===== src/rtl/itoa_pkg.sv =====
// Package: types, constants and FSM state for the integer to decimal ASCII core.
package itoa_pkg;

	localparam int unsigned VALUE_W  = 32;
	localparam int unsigned CHAR_W   = 8;
	localparam int unsigned DIGITS   = 10;
	localparam int unsigned PIDX_W   = 4;
	localparam int unsigned BIT_W    = 2;
	localparam int unsigned POW_W    = 34;
	localparam int unsigned DIFF_W   = 35;

	localparam logic [CHAR_W-1:0] CH_ZERO  = 8'h30;
	localparam logic [CHAR_W-1:0] CH_MINUS = 8'h2D;

	localparam logic [PIDX_W-1:0] PIDX_TOP = PIDX_W'(DIGITS - 1);
	localparam logic [BIT_W-1:0]  BIT_TOP  = '1;

	typedef struct packed {
		logic               mode;
		logic [VALUE_W-1:0] value;
	} itoa_in_t;

	typedef struct packed {
		logic [CHAR_W-1:0] char_out;
		logic              last;
	} itoa_out_t;

	typedef enum logic {
		ST_IDLE,
		ST_CONV
	} itoa_state_t;

	function automatic logic [POW_W-1:0] pow10(input logic [PIDX_W-1:0] idx);
		logic [POW_W-1:0] p;
		case (idx)
			4'd0:    p = 34'd1;
			4'd1:    p = 34'd10;
			4'd2:    p = 34'd100;
			4'd3:    p = 34'd1000;
			4'd4:    p = 34'd10000;
			4'd5:    p = 34'd100000;
			4'd6:    p = 34'd1000000;
			4'd7:    p = 34'd10000000;
			4'd8:    p = 34'd100000000;
			4'd9:    p = 34'd1000000000;
			default: p = 34'd1;
		endcase
		return p;
	endfunction

endpackage


===== src/rtl/integer_to_decimal_ascii_core.sv =====
// Top level: 32-bit integer to decimal ASCII text, one character per beat.
//
//  channel   | ports                 | beat taken when
//  ----------+-----------------------+--------------------------
//  command   | start, busy, operand  | start && !busy
//  result    | strobe, result        | strobe (one cycle, no stall)
//
// Each item is the accept cycle, then 40 trial subtractions on one
// shared 35-bit subtractor (8, 4, 2 and 1 times each power of ten, ten powers).
// A digit leaves once its trial subtractions are done; a '-' leaves the cycle after accept.
// Leading zeros are dropped. Reset clears the sequencer and the strobe.
// The result side cannot stall; busy holds off new commands.
module integer_to_decimal_ascii_core (
	input  logic                 clk,
	input  logic                 arst_n,
	input  logic                 start,
	output logic                 busy,
	input  itoa_pkg::itoa_in_t   operand,
	output logic                 strobe,
	output itoa_pkg::itoa_out_t  result
);
	import itoa_pkg::*;

	itoa_state_t          state_q, state_d;
	logic [VALUE_W-1:0]   mag_q;
	logic [PIDX_W-1:0]    pidx_q;
	logic [BIT_W-1:0]     bit_q;
	logic [3:0]           digit_q;
	logic                 started_q;
	logic                 strobe_q;
	itoa_out_t            result_q;

	logic                 accept;
	logic                 neg;
	logic [DIFF_W-1:0]    shifted;
	logic [DIFF_W-1:0]    diff;
	logic                 fits;
	logic [3:0]           dig_next;
	logic                 digit_done;
	logic                 emit;

	assign accept   = start && !busy;
	assign neg      = operand.mode && operand.value[VALUE_W-1];
	assign shifted  = DIFF_W'(pow10(pidx_q)) << bit_q;
	assign diff     = {{(DIFF_W-VALUE_W){1'b0}}, mag_q} - shifted;
	assign fits     = !diff[DIFF_W-1];
	assign dig_next = digit_q | (4'(fits) << bit_q);
	assign digit_done = (state_q == ST_CONV) && (bit_q == '0);
	assign emit     = digit_done && (started_q || (dig_next != '0) || (pidx_q == '0));

	always_comb begin
		state_d = state_q;
		case (state_q)
			ST_IDLE: begin
				if (accept)
					state_d = ST_CONV;
			end
			ST_CONV: begin
				if (digit_done && pidx_q == '0)
					state_d = ST_IDLE;
			end
			default: state_d = ST_IDLE;
		endcase
	end

	always_comb begin
		case (state_q)
			ST_IDLE: busy = 1'b0;
			ST_CONV: busy = 1'b1;
			default: busy = 1'b0;
		endcase
	end

	always_ff @(posedge clk or negedge arst_n) begin
		if (!arst_n) begin
			state_q   <= ST_IDLE;
			strobe_q  <= 1'b0;
			started_q <= 1'b0;
			pidx_q    <= '0;
			bit_q     <= '0;
			digit_q   <= '0;
		end else begin
			state_q  <= state_d;
			strobe_q <= 1'b0;
			if (accept) begin
				strobe_q  <= neg;
				started_q <= 1'b0;
				pidx_q    <= PIDX_TOP;
				bit_q     <= BIT_TOP;
				digit_q   <= '0;
			end else if (state_q == ST_CONV) begin
				bit_q <= bit_q - 1'b1;
				if (digit_done) begin
					digit_q   <= '0;
					pidx_q    <= pidx_q - 1'b1;
					strobe_q  <= emit;
					started_q <= started_q || emit;
				end else begin
					digit_q <= dig_next;
				end
			end
		end
	end

	always_ff @(posedge clk) begin
		if (accept) begin
			mag_q             <= neg ? (~operand.value + 1'b1) : operand.value;
			result_q.char_out <= CH_MINUS;
			result_q.last     <= 1'b0;
		end else if (state_q == ST_CONV) begin
			if (fits)
				mag_q <= diff[VALUE_W-1:0];
			if (digit_done) begin
				result_q.char_out <= CH_ZERO | {4'b0, dig_next};
				result_q.last     <= (pidx_q == '0);
			end
		end
	end

	assign strobe = strobe_q;
	assign result = result_q;

endmodule


===== config.mk =====
export PLATFORM = sky130hd
export DESIGN_NAME = integer_to_decimal_ascii_core
export DESIGN_NICKNAME = d
export VERILOG_FILES = /design/src/rtl/itoa_pkg.sv /design/src/rtl/integer_to_decimal_ascii_core.sv
export SDC_FILE = /design/constraint.sdc
export NUM_CORES = 1
export LEC_CHECK = 0
export BUFFER_PORTS_ARGS = -buffer_cell sky130_fd_sc_hd__buf_2
export CORE_ASPECT_RATIO = 1.5
export CORE_MARGIN = 2
export CORE_UTILIZATION = 42
export DETAILED_ROUTE_END_ITERATION = 16
export PLACE_DENSITY = 0.66
export SLEW_MARGIN = 0
export SYNTH_ARGS = -nofsm -noshare
export SYNTH_HDL_FRONTEND = slang
export SYNTH_SLANG_ARGS = --single-unit

===== constraint.sdc =====
create_clock -name clk -period 5.1 [get_ports clk]
set_input_delay 0.51 -clock clk [delete_from_list [all_inputs] [get_ports clk]]
set_output_delay 0.51 -clock clk [all_outputs]
set_load 0.02 [all_outputs]

==> impl_metrics.json <==
{
  "path_delay_family": "compound AO/OA/AOI/OAI gates",
  "dp_hpwl_um": 11620,
  "startpoint_type": "register",
  "core_um2": 12890,
  "crit_fanout": 32,
  "cts_num_sinks": 51,
  "setup_viol": 0,
  "diodes": 0,
  "ant_nets": 0,
  "layout_setup_ws_ns": 0.4639,
  "synthesis.area_um2": 5525,
  "fin_tns_setup_ns": 0,
  "yosys.area_share.adder_pct": 9.647,
  "cts_setup_buffers": 0,
  "num_rows": 51,
  "grt_overflow": 0,
  "synth_cells": 694,
  "maxSlewViolCount": 0,
  "synth_top_family_by_area": "compound AO/OA/AOI/OAI gates",
  "grt_pass1_vias": 5079,
  "totalWireLength_um": 14850,
  "rsz0062_at_grt": "false",
  "start_util_pct": 42.87,
  "synth_area_leaders": "edfxtp_1, ha_1, a21oi_1",
  "vias": 5100,
  "cp-end-kind": "register",
  "final_cell_mix": "nor2_1, a21oi_1, nand2_1",
  "viasPerCell": 5.815,
  "worst_pin_slew_ns": 0.7882,
  "timing_hold_violations_final": 0,
  "htreeDepth": 2,
  "cts_hold_buf": 0,
  "cts_resized": 0,
  "cp.arrival_ns": 4.59,
  "yosys.area_share.simple_pct": 22.01,
  "clockBufferDepth": 2,
  "io_pins": 47,
  "die-height_um": 144.5,
  "period_minus_slack_ns": 4.636,
  "post-place-ws_ns": 0.5197,
  "cts_buffers": 5,
  "synth_top_area_share_pct": 17.39,
  "slew_headroom_pct": 47.22,
  "path_buf_inv": 2,
  "ys_seq_area_share_pct": 25.45,
  "drv_cap": 0,
  "clk-insertion-delay-late_ns": 0.30,
  "crit_type": "register to register",
  "first_iter_violations": 238,
  "drive_above_1_share_pct": 12.81,
  "hold-worst-slack_ns": 0.09730,
  "hp-class": "primary input to async pin",
  "synth_compound_area_share_pct": 26.15,
  "grt_pass1_wl_um": 24940,
  "crit_slowest_cell": "dfrtp_1",
  "avgSynthCellArea_um2": 7.962,
  "synth_ff_type": "edfxtp_1",
  "clock.fmax_ghz": 0.2157,
  "mostFrequentLayoutCell": "nor2_1",
  "yosysWarnings": 0,
  "ys_types": 72,
  "die_w_um": 97.65,
  "grt_max_degree": 36,
  "synth.largest_area_cell": "edfxtp_1",
  "ys_ff_latch": 51,
  "clock_skew_ns": 0.008216,
  "final_cells": 877,
  "finalNetCount": 795,
  "antenna_found_initial": 0,
  "wire_per_inst_um": 16.93,
  "grt_usage_pct": 21.56,
  "muxShareOfSynthArea_pct": 4.076,
  "io_buffer_count": 43,
  "crit_chain": "inv_1 > ha_1 > nor2b_1 > a21o_1 > a21oi_1 > o22ai_1 > mux2i_1 > ha_1 > nand3_1 > a21oi_1 > o21a_1 > o2111ai_1 > and2_4 > o31ai_4 > a311oi_2 > o21ai_2 > buf_4",
  "cp.required_ns": 5.05,
  "post-route-period-util_pct": 90.90,
  "drc": 0,
  "tritoncts": "yes",
  "syn_to_final_growth_pct": 8.401,
  "clk_pin_slew_ns": 0.07,
  "die_area_um2": 14110,
  "drtPass1Iterations": 5,
  "place_congestion": 0.9473,
  "synth_xor_area_share_pct": 8.084,
  "status": "finished clean",
  "place_inst": 869,
  "root_buffer": "clkbuf_16",
  "async_flop_share_pct": 25.49,
  "synth-edff-count": 32,
  "crit_path_max_incr_delay_ns": 0.53
}
final timing paths:
kind                            from         to  slack [ns]  depth (start not counted)
setup / recovery           pidx_q[1]   mag_q[2]        0.46                         17
hold / removal                arst_n  pidx_q[1]         0.1                          1
setup reg to reg           pidx_q[1]   mag_q[2]        0.46                         17
hold reg to reg            result[5]  result[5]        0.45                          2
max in group asynchronous     arst_n   bit_q[1]        4.76                          1
min in group clk           result[5]  result[5]        0.45                          2
Yosys cell counts (4+ instances only):
master,n
dfxtp_1,6
nand3_1,13
a211oi_1,6
a22oi_1,4
ha_1,41
nand4_1,6
and3_1,7
a31oi_1,9
buf_4,4
a21o_1,15
edfxtp_1,32
mux2_2,4
nor2b_1,12
a21oi_1,79
nand2_1,60
o22ai_1,4
o21ai_0,45
or3_1,5
nor3_1,19
o21ai_2,8
nor2_1,82
o211ai_1,8
dfrtp_1,13
and4_1,4
nor3b_1,4
o21a_1,7
nand2b_1,15
mux2i_1,18
xnor2_1,22
clkbuf_1,28
xor2_1,29
inv_1,15
o31ai_1,4
o21ai_1,6
and2_1,8
worst reg2reg max path: stages (launching register included):
cell and delay, ns:
dfrtp_1 0.53, inv_1 0.22, ha_1 0.39, nor2b_1 0.30
a21o_1 0.11, a21oi_1 0.06, o22ai_1 0.21, mux2i_1 0.11
ha_1 0.42, nand3_1 0.10, a21oi_1 0.14, o21a_1 0.18
o2111ai_1 0.16, and2_4 0.20, o31ai_4 0.37, a311oi_2 0.19
o21ai_2 0.16, buf_4 0.40
registers in the layout, indices dropped and copies added (netlist names):
| name | count |
|---|---|
| pidx_q | 4 |
| mag_q | 32 |
| bit_q | 2 |
| result | 6 |
| digit_q | 4 |
| state_q | 1 |
| strobe | 1 |
| started_q | 1 |
layout make-up:
type                       instances  area, um2
inverter                          16      60.06
fill                            1322       6900
clock inverter                     3      18.77
tap                              159      198.9
timing repair buffer              54      297.8
multi-input combinational        589       3882
sequential                        51       1406
clock buffer                       5      125.1
stage by stage:
stage	area, um2	utilization [%]
finish	5989	46.47
global route	5989	46.47
CTS	5989	46.47
detailed placement	5846	45.35
global placement	5846	45.35
floorplan	5529	-
routing by layer:
metal	part of all wire (%)	vias to the layer above	GRT usage, %
met4	2.2	0	6.798
li1	-	2563	-
met5	0	-	0
met1	43	2394	26.04
met3	2.9	18	1.643
met2	52	125	40.54
logic make-up (layout without fill, tap and decap cells):
kind of cell,count (synthesis),in the layout
DFF,51,51
AOI/OAI and AO/OA,225,225
buffers and inverters,55,78
muxes,22,22
other,2,3
adders and majority gates,42,42
and+or+nand+nor,246,246
xor gates and xnor gates,51,51
Power is not shown: default switching activity piles up to over one toggle a cycle in this logic, so the estimate is an artifact.
